## config.mk

```make
export PLATFORM = sky130hd
export DESIGN_NAME = lbe_coord
export DESIGN_NICKNAME = d
export VERILOG_FILES = /design/src/sv/lbe_pkg.sv /design/src/sv/lbe_coord.sv
export SDC_FILE = /design/constraint.sdc
export NUM_CORES = 2
export LEC_CHECK = 0
export BUFFER_PORTS_ARGS = -buffer_cell sky130_fd_sc_hd__buf_4
export CAP_MARGIN = 25
export CELL_PAD_IN_SITES_DETAIL_PLACEMENT = 0
export CELL_PAD_IN_SITES_GLOBAL_PLACEMENT = 1
export CORE_MARGIN = 4
export CORE_UTILIZATION = 47
export CTS_BUF_LIST = sky130_fd_sc_hd__clkbuf_8 sky130_fd_sc_hd__clkbuf_16
export DETAILED_ROUTE_END_ITERATION = 10
export GPL_TIMING_DRIVEN = 0
export PLACE_DENSITY_LB_ADDON = 0.15
export SLEW_MARGIN = 20
export SYNTH_ARGS = -nofsm -noshare
export SYNTH_HDL_FRONTEND = slang
export SYNTH_SLANG_ARGS = --single-unit
```

## constraint.sdc

```tcl
create_clock -name aclk -period 11.19 [get_ports aclk]
set_input_delay 2.7975 -clock aclk [delete_from_list [all_inputs] [get_ports aclk]]
set_output_delay 2.7975 -clock aclk [all_outputs]
set_load 0.05 [all_outputs]
```

## src/sv/lbe_pkg.sv

```systemverilog
// Shared types, constants and helpers for the label boundary edge extractor.
// Used by every module of the block; depends on nothing.
`default_nettype none

package lbe_pkg;

    localparam int MAX_WIDTH  = 1024;
    localparam int LABEL_BITS = 32;

    localparam int COL_W  = (MAX_WIDTH > 1) ? $clog2(MAX_WIDTH) : 1;
    localparam int WCNT_W = $clog2(MAX_WIDTH + 1);
    localparam int CFGW_W = 11;
    localparam int ROW_W  = 16;
    localparam int ROWC_W = ROW_W + 1;
    localparam int CRD_W  = 32;
    localparam int SP_W   = 31;
    localparam int PX_W   = SP_W + WCNT_W;
    localparam int PY_W   = SP_W + ROWC_W;
    localparam int SUM_W  = PY_W + 2;
    localparam int NKIND  = 6;

    localparam int FIFO_DEPTH = 8;
    localparam int FPTR_W     = $clog2(FIFO_DEPTH);
    localparam int FCNT_W     = $clog2(FIFO_DEPTH + 1);

    typedef enum logic [2:0] {
        EK_INT_V  = 3'd0,
        EK_INT_H  = 3'd1,
        EK_LEFT   = 3'd2,
        EK_RIGHT  = 3'd3,
        EK_BOTTOM = 3'd4,
        EK_TOP    = 3'd5
    } edge_kind_t;

    typedef enum logic [2:0] {
        CFG_WIDTH    = 3'd0,
        CFG_HEIGHT   = 3'd1,
        CFG_ORIGIN_X = 3'd2,
        CFG_ORIGIN_Y = 3'd3,
        CFG_SPACE_X  = 3'd4,
        CFG_SPACE_Y  = 3'd5,
        CFG_Z        = 3'd6,
        CFG_OUTLINE  = 3'd7
    } cfg_idx_t;

    typedef logic [NKIND-1:0] kind_mask_t;

    typedef struct packed {
        logic [CFGW_W-1:0]       width;
        logic [ROW_W-1:0]        height;
        logic signed [CRD_W-1:0] origin_x;
        logic signed [CRD_W-1:0] origin_y;
        logic [SP_W-1:0]         spacing_x;
        logic [SP_W-1:0]         spacing_y;
        logic signed [CRD_W-1:0] z_value;
        logic                    outline;
    } cfg_t;

    // pixel position and pending segment flags after the line buffer stage
    typedef struct packed {
        logic                  valid;
        logic [COL_W-1:0]      x;
        logic [WCNT_W-1:0]     x1;
        logic [ROW_W-1:0]      y;
        logic [ROWC_W-1:0]     y1;
        kind_mask_t            kflags;
        logic [LABEL_BITS-1:0] label;
    } front_t;

    typedef struct packed {
        logic signed [CRD_W-1:0] cx0;
        logic signed [CRD_W-1:0] cx1;
        logic signed [CRD_W-1:0] cy0;
        logic signed [CRD_W-1:0] cy1;
        kind_mask_t              mask;
    } seg_t;

    // origin + product, saturated to the signed 32-bit range
    function automatic logic signed [CRD_W-1:0] sat_coord(
        input logic signed [CRD_W-1:0] org,
        input logic [PY_W-1:0]         prod
    );
        logic [SUM_W-1:0] s;
        s = {{(SUM_W-CRD_W){org[CRD_W-1]}}, org} + {{(SUM_W-PY_W){1'b0}}, prod};
        if (s[SUM_W-1:CRD_W-1] == '0 || s[SUM_W-1:CRD_W-1] == '1) begin
            sat_coord = s[CRD_W-1:0];
        end else if (s[SUM_W-1]) begin
            sat_coord = {1'b1, {(CRD_W-1){1'b0}}};
        end else begin
            sat_coord = {1'b0, {(CRD_W-1){1'b1}}};
        end
    endfunction

endpackage

`default_nettype wire

```

## src/sv/lbe_coord.sv

```systemverilog
// Segment mask and endpoint coordinates: multiply stage, then origin add with saturation.
// Feeds the segment queue; uses lbe_pkg.
`default_nettype none

module lbe_coord import lbe_pkg::*; (
    input  wire logic                  aclk,
    input  wire logic                  aresetn,
    input  wire front_t                s1,
    input  wire logic [LABEL_BITS-1:0] up_label,
    input  wire cfg_t                  cfg,
    output logic                       s2_valid,
    output logic                       push,
    output seg_t                       push_seg
);

    logic              valid_reg;
    kind_mask_t        mask_reg, mask_next;
    logic [PX_W-1:0]   px0_reg, px1_reg;
    logic [PY_W-1:0]   py0_reg, py1_reg;

    always_comb begin
        mask_next    = s1.kflags;
        mask_next[1] = s1.kflags[1] && (up_label != s1.label);
    end

    always_ff @(posedge aclk) begin
        if (!aresetn) begin
            valid_reg <= 1'b0;
        end else begin
            valid_reg <= s1.valid;
        end
        mask_reg <= mask_next;
        px0_reg  <= PX_W'(s1.x) * PX_W'(cfg.spacing_x);
        px1_reg  <= PX_W'(s1.x1) * PX_W'(cfg.spacing_x);
        py0_reg  <= PY_W'(s1.y) * PY_W'(cfg.spacing_y);
        py1_reg  <= PY_W'(s1.y1) * PY_W'(cfg.spacing_y);
    end

    always_comb begin
        push_seg.cx0  = sat_coord(cfg.origin_x, PY_W'(px0_reg));
        push_seg.cx1  = sat_coord(cfg.origin_x, PY_W'(px1_reg));
        push_seg.cy0  = sat_coord(cfg.origin_y, py0_reg);
        push_seg.cy1  = sat_coord(cfg.origin_y, py1_reg);
        push_seg.mask = mask_reg;
    end

    assign s2_valid = valid_reg;
    assign push     = valid_reg && (mask_reg != '0);

endmodule

`default_nettype wire

```

==> flow_summary.toml <==
[worst_setup_path]
arrival_ns = 8.26
cp_num_buf_inv = 3
path_common_cell = "o21ai_0"
crit_end = "push_seg[65]"
cp.depth = 17
critical_path_class = "in2out"
cp-end-kind = "output port"
cp_cell_sequence = "buf_4 > ha_1 > o21ai_0 > o211ai_1 > a32oi_1 > o21bai_1 > a21oi_1 > o21ai_0 > a31oi_1 > xnor2_1 > or3_1 > nor3_1 > nand4_1 > o31a_2 > clkbuf_1 > o21ai_0 > buf_4"
critical_path.slowest_cell = "o21ai_0"
crit_family = "compound AO/OA/AOI/OAI gates"
startpoint_type = "input pin"
cp_data_required_time_ns = 8.39
crit_start = "cfg[98]"
critPathMaxFanout = 10
slowest_delay_ns = 0.94

[grt]
grt_pass1_wl_mm = 347
antenna_found_initial = 27
grt_pass1_vias = 55400
grt_max_degree = 37
grt.overflow.total = 0
track_usage_pct = 31.4

[floorplanning]
die_w_um = 386
io_pins = 449
start_util_pct = 47.3
die_h_um = 386
core_um2 = 142000
dieArea_um2 = 149000
core.rowCount = 138

[yosys]
ys_ff_latch = 185
synth_edf_count = 0
netlist.top_cell.by_area = "fa_1"
synthDominantCellAreaShare_pct = 39.8
yosysUniqueCellTypes = 79
ys_seq_area_share_pct = 5.53
syn_inst = 7945
ys_async_sr_fraction_pct = 0
syn_area_per_cell_um2 = 8.43
synth_fp_nets = 10200
syn_area_um2 = 67000
synth.area.top_cells = "fa_1 (40%), ha_1 (11%), inv_1 (8.6%), and2_1 (6.8%), nand2_1 (6.5%)"
synth-main-ff-cell = "dfxtp_1"
yosysWarnings = 0

[run]
maxCapViolations = 0

[sta]
fmax_mhz = 90.4
layout_setup_ws_ns = 0.133
rsz0062_at_grt = "no"
min_period_ns = 11.06
relSlewSlack_pct = 22.6
hold_viol = 0
finalSetupViolations = 0
worstMarginPinSlew_ns = 1.15
drv_slew = 0
fin_crit_sh_pct = 98.8

[place]
hpwl_mm = 203
dp_slack_ns = 0.0264
place_inst = 10200
globalplace.congestion = 0.976
portBuffers = 388

[layout]
layout_common_cells = "inv_1 (1528), fa_1 (1332), nand2_1 (1166)"
drive_gt1_share_pct = 5.75
area_delta_synth_final_pct = 8.98
largest_reg_flops = 48
nets = 10600
layout_commonest_cell = "inv_1"
fin_cells = 10300

[cts]
cts_root_buf = "clkbuf_16"
clk_path_buf_depth = 2
clock-sinks = 185
cts_tree = "done"
path_clk_slew_ns = 0.10
postCtsHoldBufs = 0
h-tree-depth = 4
cts_buffers = 17

[worst_hold_path]
hold_class = "in2reg"

[route]
via_per_inst = 5.47
first_pass_iters = 6
dr_total_vias = 56300
route.antenna.remaining_nets = 0
wl_per_cell_um = 22.7
drt-total-wl_mm = 234
drt_iter0_drc = 4716
route.detailed.drc = 0

[status]
status = "finished clean"
-- repair_timing --
| action | CTS | global route |
|---|---|---|
| resized for setup | 1 | 2 |
| setup endpoints to repair | 1 | 31 |
| hold endpoints to repair | 0 | 0 |
| setup buffers | 0 | 2 |
| pin swaps | 0 | 1 |
-- stage by stage --
step                      setup TNS (ns)  area (µm²)  utilization, %  hold WS, ns
final                                  0       73000            51.6         2.39
after global routing                   0       72900            51.5         2.36
after CTS                              0       72900            51.5         2.35
after detailed placement               0       72300            51.0         2.90
after global placement            -0.319       72300            51.0         2.90
after floorplan                        0       67000               -         2.83
-- final cells by class --
cell class,instances,area (µm²)
fill,13900,68600
multi-input combinational,5835,56000
inverter,1528,5740
sequential,185,3700
timing repair buffer,391,2930
tap,1890,2360
buffer,397,1540
clock buffer,17,425
clock inverter,15,201
antenna,23,57.6
-- Yosys cell counts (all sizes together), types with 165 or more instances --
master and number:
o21ai 210, fa 1332, xnor2 234, and2 728, nor2 165, ha 579, dfxtp 185, clkbuf 386
a21o 180, a21oi 419, inv 1528, nand2 1166
-- per-layer routing --
metal	GRT usage [%]	wire length [µm]
met5	0	35
met4	7.10	5720
met3	8.15	25600
met2	45.7	97600
met1	46.9	105000
-- worst min-delay path by stage --
stage | to | slack, ns | depth (start not counted) | startpoint
after floorplan | mask_reg[0]$_DFF_P_ | 2.83 | 0 | s1[32]
after global placement | mask_reg[2]$_DFF_P_ | 2.90 | 1 | s1[34]
after detailed placement | mask_reg[4]$_DFF_P_ | 2.90 | 1 | s1[36]
after CTS | mask_reg[4]$_DFF_P_ | 2.35 | 1 | s1[36]
after global routing | mask_reg[4]$_DFF_P_ | 2.36 | 1 | s1[36]
final | mask_reg[4]$_DFF_P_ | 2.39 | 1 | s1[36]
-- logic make-up (layout without fill, tap and decap cells) --
logic type / after synthesis / in the layout / share of synthesized area [%]
adder cells (fa/ha/maj): 1911 / 1911 / 50.6
XOR/XNOR: 355 / 355 / 4.65
buffers and inverters: 1925 / 2348 / 10.9
AO/OA/AOI/OAI: 1126 / 1126 / 10.5
multiplexers: 3 / 3 / 0.0467
flip-flops: 185 / 185 / 5.53
other: 0 / 23 / 0
AND/OR/NAND/NOR: 2440 / 2440 / 17.7
Power is not shown: default switching activity piles up to over one toggle a cycle in this logic, so the estimate is an artifact.
