<file path="src/sv/lbe_pkg.sv">
// Shared types, constants and helpers for the label boundary edge extractor.
// Used by every module of the block; depends on nothing.
`default_nettype none

package lbe_pkg;

    localparam int MAX_WIDTH  = 1024;
    localparam int LABEL_BITS = 32;

    localparam int COL_W  = (MAX_WIDTH > 1) ? $clog2(MAX_WIDTH) : 1;
    localparam int WCNT_W = $clog2(MAX_WIDTH + 1);
    localparam int CFGW_W = 11;
    localparam int ROW_W  = 16;
    localparam int ROWC_W = ROW_W + 1;
    localparam int CRD_W  = 32;
    localparam int SP_W   = 31;
    localparam int PX_W   = SP_W + WCNT_W;
    localparam int PY_W   = SP_W + ROWC_W;
    localparam int SUM_W  = PY_W + 2;
    localparam int NKIND  = 6;

    localparam int FIFO_DEPTH = 8;
    localparam int FPTR_W     = $clog2(FIFO_DEPTH);
    localparam int FCNT_W     = $clog2(FIFO_DEPTH + 1);

    typedef enum logic [2:0] {
        EK_INT_V  = 3'd0,
        EK_INT_H  = 3'd1,
        EK_LEFT   = 3'd2,
        EK_RIGHT  = 3'd3,
        EK_BOTTOM = 3'd4,
        EK_TOP    = 3'd5
    } edge_kind_t;

    typedef enum logic [2:0] {
        CFG_WIDTH    = 3'd0,
        CFG_HEIGHT   = 3'd1,
        CFG_ORIGIN_X = 3'd2,
        CFG_ORIGIN_Y = 3'd3,
        CFG_SPACE_X  = 3'd4,
        CFG_SPACE_Y  = 3'd5,
        CFG_Z        = 3'd6,
        CFG_OUTLINE  = 3'd7
    } cfg_idx_t;

    typedef logic [NKIND-1:0] kind_mask_t;

    typedef struct packed {
        logic [CFGW_W-1:0]       width;
        logic [ROW_W-1:0]        height;
        logic signed [CRD_W-1:0] origin_x;
        logic signed [CRD_W-1:0] origin_y;
        logic [SP_W-1:0]         spacing_x;
        logic [SP_W-1:0]         spacing_y;
        logic signed [CRD_W-1:0] z_value;
        logic                    outline;
    } cfg_t;

    // pixel position and pending segment flags after the line buffer stage
    typedef struct packed {
        logic                  valid;
        logic [COL_W-1:0]      x;
        logic [WCNT_W-1:0]     x1;
        logic [ROW_W-1:0]      y;
        logic [ROWC_W-1:0]     y1;
        kind_mask_t            kflags;
        logic [LABEL_BITS-1:0] label;
    } front_t;

    typedef struct packed {
        logic signed [CRD_W-1:0] cx0;
        logic signed [CRD_W-1:0] cx1;
        logic signed [CRD_W-1:0] cy0;
        logic signed [CRD_W-1:0] cy1;
        kind_mask_t              mask;
    } seg_t;

    // origin + product, saturated to the signed 32-bit range
    function automatic logic signed [CRD_W-1:0] sat_coord(
        input logic signed [CRD_W-1:0] org,
        input logic [PY_W-1:0]         prod
    );
        logic [SUM_W-1:0] s;
        s = {{(SUM_W-CRD_W){org[CRD_W-1]}}, org} + {{(SUM_W-PY_W){1'b0}}, prod};
        if (s[SUM_W-1:CRD_W-1] == '0 || s[SUM_W-1:CRD_W-1] == '1) begin
            sat_coord = s[CRD_W-1:0];
        end else if (s[SUM_W-1]) begin
            sat_coord = {1'b1, {(CRD_W-1){1'b0}}};
        end else begin
            sat_coord = {1'b0, {(CRD_W-1){1'b1}}};
        end
    endfunction

endpackage

`default_nettype wire

</file>
<file path="src/sv/lbe_seg_queue.sv">
// Pixel queue and serializer: one entry per pushed pixel, one segment per output request.
// Uses lbe_pkg; fed by lbe_coord.
`default_nettype none

module lbe_seg_queue import lbe_pkg::*; (
    input  wire logic                aclk,
    input  wire logic                aresetn,
    input  wire logic                push,
    input  wire seg_t                push_seg,
    input  wire logic                out_ready,
    output logic [FCNT_W-1:0]        fill,
    output logic                     out_valid,
    output logic signed [CRD_W-1:0]  out_sx,
    output logic signed [CRD_W-1:0]  out_sy,
    output logic signed [CRD_W-1:0]  out_ex,
    output logic signed [CRD_W-1:0]  out_ey,
    output edge_kind_t               out_kind,
    output logic                     out_last
);

    seg_t fifo_mem [FIFO_DEPTH];

    logic [FPTR_W-1:0]       wr_ptr_reg, rd_ptr_reg;
    logic [FCNT_W-1:0]       fill_reg, fill_next;
    kind_mask_t              sent_reg;
    logic                    out_valid_reg;
    logic signed [CRD_W-1:0] sx_reg, sy_reg, ex_reg, ey_reg;
    edge_kind_t              kind_reg;
    logic                    last_reg;

    seg_t                    head;
    kind_mask_t              remaining;
    kind_mask_t              pick_bit;
    logic [2:0]              pick;
    edge_kind_t              pick_kind;
    logic                    pick_last;
    logic                    load;
    logic                    pop;
    logic signed [CRD_W-1:0] sx, sy, ex, ey;

    always_ff @(posedge aclk) begin
        if (push) begin
            fifo_mem[wr_ptr_reg] <= push_seg;
        end
    end

    always_comb begin
        head      = fifo_mem[rd_ptr_reg];
        remaining = head.mask & ~sent_reg;
        pick      = 3'd0;
        for (int i = NKIND - 1; i >= 0; i--) begin
            if (remaining[i]) begin
                pick = 3'(i);
            end
        end
        pick_bit  = kind_mask_t'(1) << pick;
        pick_last = (remaining & ~pick_bit) == '0;
        pick_kind = edge_kind_t'(pick);
        load      = (fill_reg != '0) && (!out_valid_reg || out_ready);
        pop       = load && pick_last;
        fill_next = fill_reg + FCNT_W'(push) - FCNT_W'(pop);
    end

    always_comb begin
        case (pick_kind)
            EK_INT_V, EK_LEFT: begin
                sx = head.cx0; sy = head.cy0; ex = head.cx0; ey = head.cy1;
            end
            EK_INT_H, EK_BOTTOM: begin
                sx = head.cx0; sy = head.cy0; ex = head.cx1; ey = head.cy0;
            end
            EK_RIGHT: begin
                sx = head.cx1; sy = head.cy0; ex = head.cx1; ey = head.cy1;
            end
            EK_TOP: begin
                sx = head.cx0; sy = head.cy1; ex = head.cx1; ey = head.cy1;
            end
            default: begin
                sx = head.cx0; sy = head.cy0; ex = head.cx0; ey = head.cy1;
            end
        endcase
    end

    always_ff @(posedge aclk) begin
        if (!aresetn) begin
            wr_ptr_reg    <= '0;
            rd_ptr_reg    <= '0;
            fill_reg      <= '0;
            sent_reg      <= '0;
            out_valid_reg <= 1'b0;
        end else begin
            fill_reg <= fill_next;
            if (push) begin
                wr_ptr_reg <= wr_ptr_reg + FPTR_W'(1);
            end
            if (pop) begin
                rd_ptr_reg <= rd_ptr_reg + FPTR_W'(1);
                sent_reg   <= '0;
            end else if (load) begin
                sent_reg <= sent_reg | pick_bit;
            end
            if (load) begin
                out_valid_reg <= 1'b1;
            end else if (out_ready) begin
                out_valid_reg <= 1'b0;
            end
        end
    end

    always_ff @(posedge aclk) begin
        if (load) begin
            sx_reg   <= sx;
            sy_reg   <= sy;
            ex_reg   <= ex;
            ey_reg   <= ey;
            kind_reg <= pick_kind;
            last_reg <= pick_last;
        end
    end

    assign fill      = fill_reg;
    assign out_valid = out_valid_reg;
    assign out_sx    = sx_reg;
    assign out_sy    = sy_reg;
    assign out_ex    = ex_reg;
    assign out_ey    = ey_reg;
    assign out_kind  = kind_reg;
    assign out_last  = last_reg;

    a_fill_bound: assert property (@(posedge aclk) disable iff (!aresetn)
        fill_reg <= FCNT_W'(FIFO_DEPTH))
        else $error("segment queue fill above depth");

    a_no_overrun: assert property (@(posedge aclk) disable iff (!aresetn)
        push |-> (fill_reg < FCNT_W'(FIFO_DEPTH)) || pop)
        else $error("segment queue overrun");

    a_load_has_work: assert property (@(posedge aclk) disable iff (!aresetn)
        load |-> remaining != '0)
        else $error("queue entry with no segment left");

    a_sent_clear: assert property (@(posedge aclk) disable iff (!aresetn)
        pop |=> sent_reg == '0)
        else $error("sent mask not cleared after pop");

endmodule

`default_nettype wire

</file>
<file path="config.mk">
export PLATFORM = sky130hd
export DESIGN_NAME = lbe_seg_queue
export DESIGN_NICKNAME = d
export VERILOG_FILES = /design/src/sv/lbe_pkg.sv /design/src/sv/lbe_seg_queue.sv
export SDC_FILE = /design/constraint.sdc
export NUM_CORES = 1
export LEC_CHECK = 0
export BUFFER_PORTS_ARGS = -buffer_cell sky130_fd_sc_hd__buf_2
export CAP_MARGIN = 25
export CELL_PAD_IN_SITES_DETAIL_PLACEMENT = 1
export CELL_PAD_IN_SITES_GLOBAL_PLACEMENT = 1
export CORE_MARGIN = 10
export CORE_UTILIZATION = 58
export CTS_BUF_LIST = sky130_fd_sc_hd__clkbuf_4 sky130_fd_sc_hd__clkbuf_8 sky130_fd_sc_hd__clkbuf_16
export DETAILED_ROUTE_END_ITERATION = 12
export GPL_ROUTABILITY_DRIVEN = 0
export PLACE_DENSITY = 0.88
export SETUP_SLACK_MARGIN = 0.15
export SLEW_MARGIN = 5
export SYNTH_ARGS = -nofsm -noshare
export SYNTH_HDL_FRONTEND = slang
export SYNTH_SLANG_ARGS = --single-unit
</file>
<file path="constraint.sdc">
create_clock -name aclk -period 28.9 [get_ports aclk]
set_input_delay 2.89 -clock aclk [delete_from_list [all_inputs] [get_ports aclk]]
set_output_delay 2.89 -clock aclk [all_outputs]
set_load 0.01 [all_outputs]
</file>
==> results of run 1 <==
## kinds of logic (layout without fill, tap and decap cells)
group	Yosys count	count (layout)	share of synthesized area [%]
xor+xnor	4	4	0.0753
simple gates	70	70	0.766
compound gates	30	30	0.538
buf+inv	101	539	1.21
flops	1224	1224	78.5
fa+ha+maj	8	8	0.231
other cells	0	28	0
mux	531	531	18.6
## per-layer routing
layer	wire, µm	vias to the layer above	part of all wire, %
li1	-	9048	-
met1	43300	11800	36
met2	62700	1358	52
met3	11300	239	9.4
met4	3770	30	3.1
met5	201	-	0.17
## cells in the final DEF (no fill, tap or decap), types with 3 or more instances in the layout
cell type                    netlist  final
sky130_fd_sc_hd__o211ai_1          3      3
sky130_fd_sc_hd__dfxtp_4           0      3
sky130_fd_sc_hd__ha_1              7      7
sky130_fd_sc_hd__bufinv_16         0      8
sky130_fd_sc_hd__nor2_1           24     18
sky130_fd_sc_hd__o21ai_0           3      3
sky130_fd_sc_hd__buf_16            0      7
sky130_fd_sc_hd__nor2_4            0      6
sky130_fd_sc_hd__mux4_2          258    258
sky130_fd_sc_hd__dfxtp_1          20     17
sky130_fd_sc_hd__and2_1            3      3
sky130_fd_sc_hd__buf_2            31    274
sky130_fd_sc_hd__clkinv_2          0     22
sky130_fd_sc_hd__clkinvlp_4        0      4
sky130_fd_sc_hd__a21oi_1           3      3
sky130_fd_sc_hd__mux4_1            8      8
sky130_fd_sc_hd__nor3_1            9      7
sky130_fd_sc_hd__buf_4             0     24
sky130_fd_sc_hd__edfxtp_1       1204   1204
sky130_fd_sc_hd__clkinv_1          0     30
sky130_fd_sc_hd__clkbuf_4          0     27
sky130_fd_sc_hd__inv_1             9      8
sky130_fd_sc_hd__buf_12            3      7
sky130_fd_sc_hd__mux2i_1         265    265
sky130_fd_sc_hd__clkinv_16         0      3
sky130_fd_sc_hd__inv_6             0      3
sky130_fd_sc_hd__diode_2           0     28
sky130_fd_sc_hd__xnor2_1           3      3
sky130_fd_sc_hd__nand2b_1          6      6
sky130_fd_sc_hd__nand2_1          13     13
sky130_fd_sc_hd__clkbuf_16         0    116
sky130_fd_sc_hd__a31oi_1           5      5
## through the flow
step	worst slack [ps]	total power, mW	hold WS, ps
2_1_floorplan	16080	2.92	433
3_3_place_gp	22440	3.19	464
3_5_place_dp	22240	3.25	500
4_1_cts	22970	4.79	494
5_1_grt	23160	4.95	529
6_report	23330	4.78	490
## synthesized netlist by cell type (2+ instances only)
cell type / count / share of area, %
sky130_fd_sc_hd__buf_6: 5 / 0.12
sky130_fd_sc_hd__mux4_2: 258 / 12
sky130_fd_sc_hd__and2b_2: 2 / 0.038
sky130_fd_sc_hd__buf_2: 31 / 0.33
sky130_fd_sc_hd__buf_8: 2 / 0.065
sky130_fd_sc_hd__ha_1: 7 / 0.19
sky130_fd_sc_hd__mux2i_1: 265 / 5.7
sky130_fd_sc_hd__and3_1: 2 / 0.027
sky130_fd_sc_hd__buf_1: 16 / 0.13
sky130_fd_sc_hd__nor3_1: 9 / 0.097
sky130_fd_sc_hd__clkbuf_1: 29 / 0.23
sky130_fd_sc_hd__o21ai_0: 3 / 0.032
sky130_fd_sc_hd__o21ai_1: 2 / 0.022
sky130_fd_sc_hd__nor2_1: 24 / 0.19
sky130_fd_sc_hd__edfxtp_1: 1204 / 78
sky130_fd_sc_hd__nand3_1: 2 / 0.022
sky130_fd_sc_hd__nor2b_1: 2 / 0.027
sky130_fd_sc_hd__nand2b_1: 6 / 0.081
sky130_fd_sc_hd__nand2_1: 13 / 0.10
sky130_fd_sc_hd__and2_1: 3 / 0.040
sky130_fd_sc_hd__a21oi_1: 3 / 0.032
sky130_fd_sc_hd__dfxtp_1: 20 / 0.86
sky130_fd_sc_hd__dlygate4sd1_1: 5 / 0.094
sky130_fd_sc_hd__xnor2_1: 3 / 0.056
sky130_fd_sc_hd__buf_12: 3 / 0.13
sky130_fd_sc_hd__mux4_1: 8 / 0.45
sky130_fd_sc_hd__inv_1: 9 / 0.073
sky130_fd_sc_hd__a31oi_1: 5 / 0.067
sky130_fd_sc_hd__or4_1: 2 / 0.032
sky130_fd_sc_hd__o211ai_1: 3 / 0.048
## worst max path at each step
stage / start / end / slack (ps) / cells after the start
after floorplan: push / fifo_mem[0][0]$_DFFE_PP_ / 16080 / 2
after global placement: push / fifo_mem[6][22]$_DFFE_PP_ / 22440 / 5
after detailed placement: push / fifo_mem[6][25]$_DFFE_PP_ / 22240 / 5
after CTS: push / fifo_mem[6][23]$_DFFE_PP_ / 22970 / 5
after global routing: push / fifo_mem[5][20]$_DFFE_PP_ / 23160 / 6
final: push / fifo_mem[5][20]$_DFFE_PP_ / 23330 / 6
## power breakdown
part           leakage (nW)  switching, mW  internal [mW]
logic                  4.16          0.606          0.420
registers              11.2         0.0684           2.16
clock network          1.88          0.680          0.840
total                  17.2           1.35           3.42
## worst min-delay path, cell delays in order (launching register included)
cell and delay (ps):
sky130_fd_sc_hd__dfxtp_1 320, sky130_fd_sc_hd__nand2_1 60, sky130_fd_sc_hd__mux2i_1 90
## layout make-up
cell class | count | area [µm²]
Multi-Input combinational cell | 643 | 9500
Tap cell | 1050 | 1310
Inverter | 9 | 38.8
Clock buffer | 143 | 3110
Fill cell | 6245 | 26100
Timing Repair Buffer | 313 | 1900
Clock inverter | 74 | 671
Antenna cell | 28 | 70.1
Sequential cell | 1224 | 36600
==> impl_metrics.json, run 1 <==
{
  "hp-start": "rd_ptr_reg[2]$_SDFFE_PN0P_",
  "die_h_um": 303,
  "synthesis.area_um2": 46500,
  "postLayoutCellArea_um2": 53200,
  "regToRegEndpoint": "fill[1]$_SDFF_PN0_",
  "antenna_found_initial": 41,
  "grt_first_pass_wirelength_um": 175000,
  "worst_path_max_delay_cell": "sky130_fd_sc_hd__buf_4",
  "critical-path-top-cell-by-count": "sky130_fd_sc_hd__buf_4",
  "worst_clock_skew_ps": 55.5,
  "ys_async_sr_fraction_pct": 0,
  "cp.required_ps": 29260,
  "share_of_the_cycle_needed_by_the_critical_path_after_routing_pct": 19.3,
  "final_period_minus_worst_setup_slack_ps": 5570,
  "die_area_um2": 92000,
  "cts_buffers": 116,
  "grt-busiest-layer": "met2",
  "arrival_ps": 5930,
  "core_region_area_um2": 79300,
  "number_of_global_route_vias_before_repair": 23900,
  "drt-vias-per-instance": 6.45,
  "drv_slew": 0,
  "clock-sinks": 1224,
  "totalNegativeSetupSlack_ps": 0,
  "postLayoutCoreUtil_pct": 67.1,
  "cts-resized-gates": 0,
  "drive_above_1_share_pct": 32.7,
  "final_hold_viol_count": 0,
  "cpPeakStageDelay_ps": 820,
  "place_hpwl_um": 65800,
  "finish.cell_count_without_fillers": 3484,
  "worst_skew_pair.late_latency_ps": 730,
  "crit_path_end_kind": "flip-flop",
  "setup_viol_count_final": 0,
  "count_of_different_cell_masters_after_synthesis": 52,
  "place_inst": 3231,
  "cts_tree": "yes",
  "placement_row_count": 103,
  "drt-pass1-iter-count": 5,
  "yosys_most_used_dff": "sky130_fd_sc_hd__edfxtp_1",
  "postSynthRegisterBits": 1224,
  "worstPathCellList": "buf_2, nand2_1, nor2_4, buf_4, buf_4, buf_16",
  "floorplan.initialDensity_pct": 58.7,
  "detail_route.wl_per_cell_um": 34.8,
  "critPathBufInv": 4,
  "grt_setup_unrepaired": "no",
  "pin_count": 275,
  "maximum_number_of_pins_on_one_net_before_global_route_repair": 162,
  "maximum_net_fanout_on_the_critical_path": 49,
  "place_area_um2": 49100,
  "postSynthCellCount": 1968,
  "vdd_ir_drop_max_mv": 0.0618,
  "max_flop_register": "fifo_mem",
  "timing.critical_path.from_type": "primary input",
  "drt_iter0_drc": 2682,
  "run_status": "complete, no violations",
  "timing_worst_setup_path_type": "in -> reg",
  "ant_nets": 0,
  "route.vias.total": 22500,
  "syn_avg_cell_area_um2": 23.6,
  "r2r_cells": 12,
  "overall_global_routing_resource_usage_pct": 26.4,
  "largest_register_ff_count": 1072,
  "ff2ff_setup_slack_ps": 23410,
  "post-route-drc-count": 0,
  "ctsHtreeMaxLevel": 3,
  "worst_setup_hold_path_clk_slew_ps": 60,
  "die_x_um": 303,
  "number_of_nets_in_the_final_layout": 2453,
  "groute.layer.met2.usage_pct": 44.4,
  "postCtsSetupRepairBufs": 0,
  "gr-usage-met1_pct": 34.1,
  "hold_buffers": 0,
  "worst_hold_path_type": "reg -> reg",
  "post_synth_edffs": 1204,
  "power_leakage_nw": 17.2,
  "tightestPinTransition_ps": 1170,
  "overflow": 0,
  "timing_limited_maximum_frequency_mhz": 179,
  "clock_tree.buffer_depth": 3,
  "path_delay_family": "buffers and inverters",
  "synth_seq_area_share_pct": 78.5,
  "groute.layer.met3.usage_pct": 5.93,
  "power_per_cell_area_nw_per_um2": 89.9,
  "flow.area_growth_from_synthesis_pct": 14.2,
  "max-slew-margin-rel_pct": 22.1,
  "hold-path-cell-count": 2,
  "ys_warn_count": 0,
  "numPortBuffers": 274,
  "wirelength_um": 121000,
  "synthesis.nets": 2114,
  "root_buffer": "sky130_fd_sc_hd__clkbuf_16",
  "max_cap_violations": 0
}
Note: power is estimated with default switching activity, not from simulation.
==> run 2, diff against run 1 <==
--- a/config.mk
+++ b/config.mk
@@ -5,16 +5,17 @@
 export SDC_FILE = /design/constraint.sdc
 export NUM_CORES = 1
 export LEC_CHECK = 0
+export ABC_AREA = 1
 export BUFFER_PORTS_ARGS = -buffer_cell sky130_fd_sc_hd__buf_2
 export CAP_MARGIN = 25
 export CELL_PAD_IN_SITES_DETAIL_PLACEMENT = 1
 export CELL_PAD_IN_SITES_GLOBAL_PLACEMENT = 1
 export CORE_MARGIN = 10
-export CORE_UTILIZATION = 58
+export CORE_UTILIZATION = 50
 export CTS_BUF_LIST = sky130_fd_sc_hd__clkbuf_4 sky130_fd_sc_hd__clkbuf_8 sky130_fd_sc_hd__clkbuf_16
 export DETAILED_ROUTE_END_ITERATION = 12
 export GPL_ROUTABILITY_DRIVEN = 0
-export PLACE_DENSITY = 0.88
+export PLACE_DENSITY = 0.83
 export SETUP_SLACK_MARGIN = 0.15
 export SLEW_MARGIN = 5
 export SYNTH_ARGS = -nofsm -noshare
==> constraint.sdc (replaced) <==
create_clock -name aclk -period 5.15 [get_ports aclk]
set_input_delay 0.515 -clock aclk [delete_from_list [all_inputs] [get_ports aclk]]
set_output_delay 0.515 -clock aclk [all_outputs]
set_load 0.01 [all_outputs]
==> run 2 against run 1 <==
Effect of this change:
- wire length rose by 16%
- clock skew shrank 25 ps
- cell area increased by 2.5%
- clock power grew to 6.1 times the previous value
- non-clock buffer count is 37 higher
- highest routed layer unchanged
==> impl_metrics.json, run 2 <==
{
  "floorplan.initialDensity_pct": 50.4,
  "worst_path_max_delay_cell": "sky130_fd_sc_hd__buf_12",
  "ant_nets": 0,
  "drive_above_1_share_pct": 14.4,
  "flow.area_growth_from_synthesis_pct": 15.5,
  "path_delay_family": "simple AND/OR/NAND/NOR gates",
  "wirelength_um": 140000,
  "yosys_most_used_dff": "sky130_fd_sc_hd__edfxtp_1",
  "synth_seq_area_share_pct": 77.5,
  "synthesis.area_um2": 47200,
  "detail_route.wl_per_cell_um": 27.4,
  "yosysMostFrequentCell": "sky130_fd_sc_hd__edfxtp_1",
  "worst_hold_slack_ps": 35.1,
  "worst_hold_path_type": "in -> reg",
  "max-slew-margin-rel_pct": 29.7,
  "ys_warn_count": 0,
  "place_area_um2": 49800,
  "cts_buffers": 132,
  "timing_worst_setup_path_type": "reg -> reg",
  "worst_clock_skew_ps": 30.2,
  "postSynthRegisterBits": 1224,
  "max_flop_register": "fifo_mem",
  "pin_count": 275,
  "synthDominantCellAreaShare_pct": 76.7,
  "overflow": 0,
  "yosysTopAreaCell": "sky130_fd_sc_hd__edfxtp_1",
  "max_cap_violations": 0,
  "share_of_the_cycle_needed_by_the_critical_path_after_routing_pct": 75.4,
  "final_period_minus_worst_setup_slack_ps": 3880,
  "postCtsSetupRepairBufs": 0,
  "postLayoutCellArea_um2": 54500,
  "core_region_area_um2": 93500,
  "final-seq-area_um2": 36600,
  "worst_setup_hold_path_clk_slew_ps": 60,
  "synthesis.nets": 3638,
  "final_hold_viol_count": 0,
  "number_of_global_route_vias_before_repair": 32600,
  "die_h_um": 327,
  "drv_slew": 0,
  "clock-sinks": 1224,
  "power_leakage_nw": 18.9,
  "run_status": "complete, no violations",
  "antenna_found_initial": 41,
  "cpPeakStageDelay_ps": 500,
  "overall_global_routing_resource_usage_pct": 25.7,
  "worstPathCellList": "buf_12, nand2_1, nand3_1, nand3_1, nand3_1, nand2_1, clkinv_1, nand2_2, nor2_8, nand4_1, nand2_1, nand4_2, inv_1, ha_1, inv_1, ha_1, fa_1, xnor2_1, nor2_1",
  "grt_first_pass_wirelength_um": 207000,
  "drt-vias-per-instance": 6.02,
  "vdd_ir_drop_max_mv": 0.493,
  "largest_register_ff_count": 1072,
  "post_synth_edffs": 1204,
  "die_area_um2": 107000,
  "root_buffer": "sky130_fd_sc_hd__clkbuf_16",
  "placement_row_count": 112,
  "crit_path_end_kind": "flip-flop",
  "postSynthCellCount": 3492,
  "layout.cells.most_common_list": "1204 x sky130_fd_sc_hd__edfxtp_1, 727 x sky130_fd_sc_hd__nor2_1, 639 x sky130_fd_sc_hd__o21ai_0, 274 x sky130_fd_sc_hd__buf_2, 198 x sky130_fd_sc_hd__nand2_1",
  "ys_async_sr_fraction_pct": 0,
  "power_per_cell_area_nw_per_um2": 526,
  "post-route-drc-count": 0,
  "ctsHtreeMaxLevel": 4,
  "synth_top_cells_by_area": "sky130_fd_sc_hd__edfxtp_1 77%, sky130_fd_sc_hd__o21ai_0 6.8%, sky130_fd_sc_hd__nor2_1 5.9%",
  "synthTopCellsByCount": "1204 x sky130_fd_sc_hd__edfxtp_1, 735 x sky130_fd_sc_hd__nor2_1, 639 x sky130_fd_sc_hd__o21ai_0",
  "numPortBuffers": 274,
  "maximum_net_fanout_on_the_critical_path": 147,
  "die_x_um": 327,
  "timing.critical_path.from_type": "flip-flop",
  "tightestPinTransition_ps": 1050,
  "maximum_number_of_pins_on_one_net_before_global_route_repair": 203,
  "number_of_nets_in_the_final_layout": 3891,
  "clock_tree.buffer_depth": 3,
  "route.vias.total": 30800,
  "drt_iter0_drc": 3077,
  "mostFrequentLayoutCell": "sky130_fd_sc_hd__edfxtp_1",
  "drt-pass1-iter-count": 8,
  "critPathBufInv": 4,
  "syn_avg_cell_area_um2": 13.5,
  "worst_skew_pair.late_latency_ps": 760,
  "cp.required_ps": 5790,
  "setup_viol_count_final": 0,
  "multi_input_area_um2": 9520,
  "count_of_different_cell_masters_after_synthesis": 36,
  "grt_setup_unrepaired": "no",
  "timing_limited_maximum_frequency_mhz": 258,
  "place_hpwl_um": 79000,
  "arrival_ps": 4520,
  "cts_tree": "yes",
  "n_fill_cell": 8970
}
-- run 2: worst register-to-register path, cell delays in order (launching register included) --
cell and delay (ps):
sky130_fd_sc_hd__dfxtp_4 480, sky130_fd_sc_hd__buf_12 500, sky130_fd_sc_hd__nand2_1 230, sky130_fd_sc_hd__nand3_1 140
sky130_fd_sc_hd__nand3_1 120, sky130_fd_sc_hd__nand3_1 180, sky130_fd_sc_hd__nand2_1 100, sky130_fd_sc_hd__clkinv_1 70
sky130_fd_sc_hd__nand2_2 90, sky130_fd_sc_hd__nor2_8 160, sky130_fd_sc_hd__nand4_1 180, sky130_fd_sc_hd__nand2_1 150
sky130_fd_sc_hd__nand4_2 220, sky130_fd_sc_hd__inv_1 140, sky130_fd_sc_hd__ha_1 150, sky130_fd_sc_hd__inv_1 40
sky130_fd_sc_hd__ha_1 210, sky130_fd_sc_hd__fa_1 410, sky130_fd_sc_hd__xnor2_1 170, sky130_fd_sc_hd__nor2_1 50
-- run 2: through the flow --
stage / setup TNS [ps] / setup slack (ps) / instances / utilization, % / total power, mW
global placement: 0 / 1620 / 4831 / 53.3 / 18.9
global route: 0 / 920 / 5110 / 58.3 / 29.8
CTS: 0 / 1260 / 5095 / 58.2 / 28.7
detailed placement: 0 / 1310 / 4832 / 53.3 / 19.4
floorplan: -1925700 / -1930 / 3492 / - / 16.6
finish: 0 / 1270 / 5118 / 58.3 / 28.7
-- run 2: cell families (layout without fill, tap and decap cells) --
logic type,after synthesis,count (layout),synth area share (%)
compound gates,961,961,11.1
simple gates,977,977,8.00
fa+ha+maj,8,8,0.228
other cells,0,20,0
xor+xnor,2,2,0.0372
mux,32,32,0.679
flops,1224,1224,77.5
buf+inv,288,640,2.45
-- run 2: path summary, 6_finish.rpt --
check                             start                          to  slack, ps  cells past startpoint
max                           flip-flop          fill[2]$_SDFF_PN0_       1270                     19
min                        push_seg[98]   fifo_mem[3][98]$_DFFE_PP_         40                      1
max reg2reg                   flip-flop          fill[2]$_SDFF_PN0_       1270                     19
min reg2reg  wr_ptr_reg[0]$_SDFFE_PN0P_  wr_ptr_reg[0]$_SDFFE_PN0P_        520                      2
-- run 2: area by class of cell --
cell class	count	share of cell area (%)
Inverter	57	0.446
Multi-Input combinational cell	1980	17.5
Clock inverter	64	1.13
Sequential cell	1224	67.1
Clock buffer	169	6.61
Timing Repair Buffer	350	4.26
Tap cell	1254	2.88
Antenna cell	20	0.0919
-- run 2: layer usage --
metal / part of all wire (%) / vias up / GRT usage [%] / wire, µm
li1: - / 13400 / - / -
met1: 37 / 15800 / 30.5 / 52000
met2: 51 / 1252 / 44.9 / 72200
met3: 8.3 / 282 / 6.19 / 11700
met4: 3.0 / 26 / 9.92 / 4160
met5: 0.11 / - / 0 / 153
-- run 2: repair_timing --
item	in CTS	in global routing
hold buffers	30	0
setup endpoints to repair	0	0
hold endpoints to repair	171	0
gates resized for setup	0	0
-- run 2: power by group --
part | internal (mW) | leakage (nW) | switching, mW
clock network | 5.34 | 2.11 | 3.95
logic | 1.79 | 5.61 | 4.88
registers | 12.3 | 11.2 | 0.468
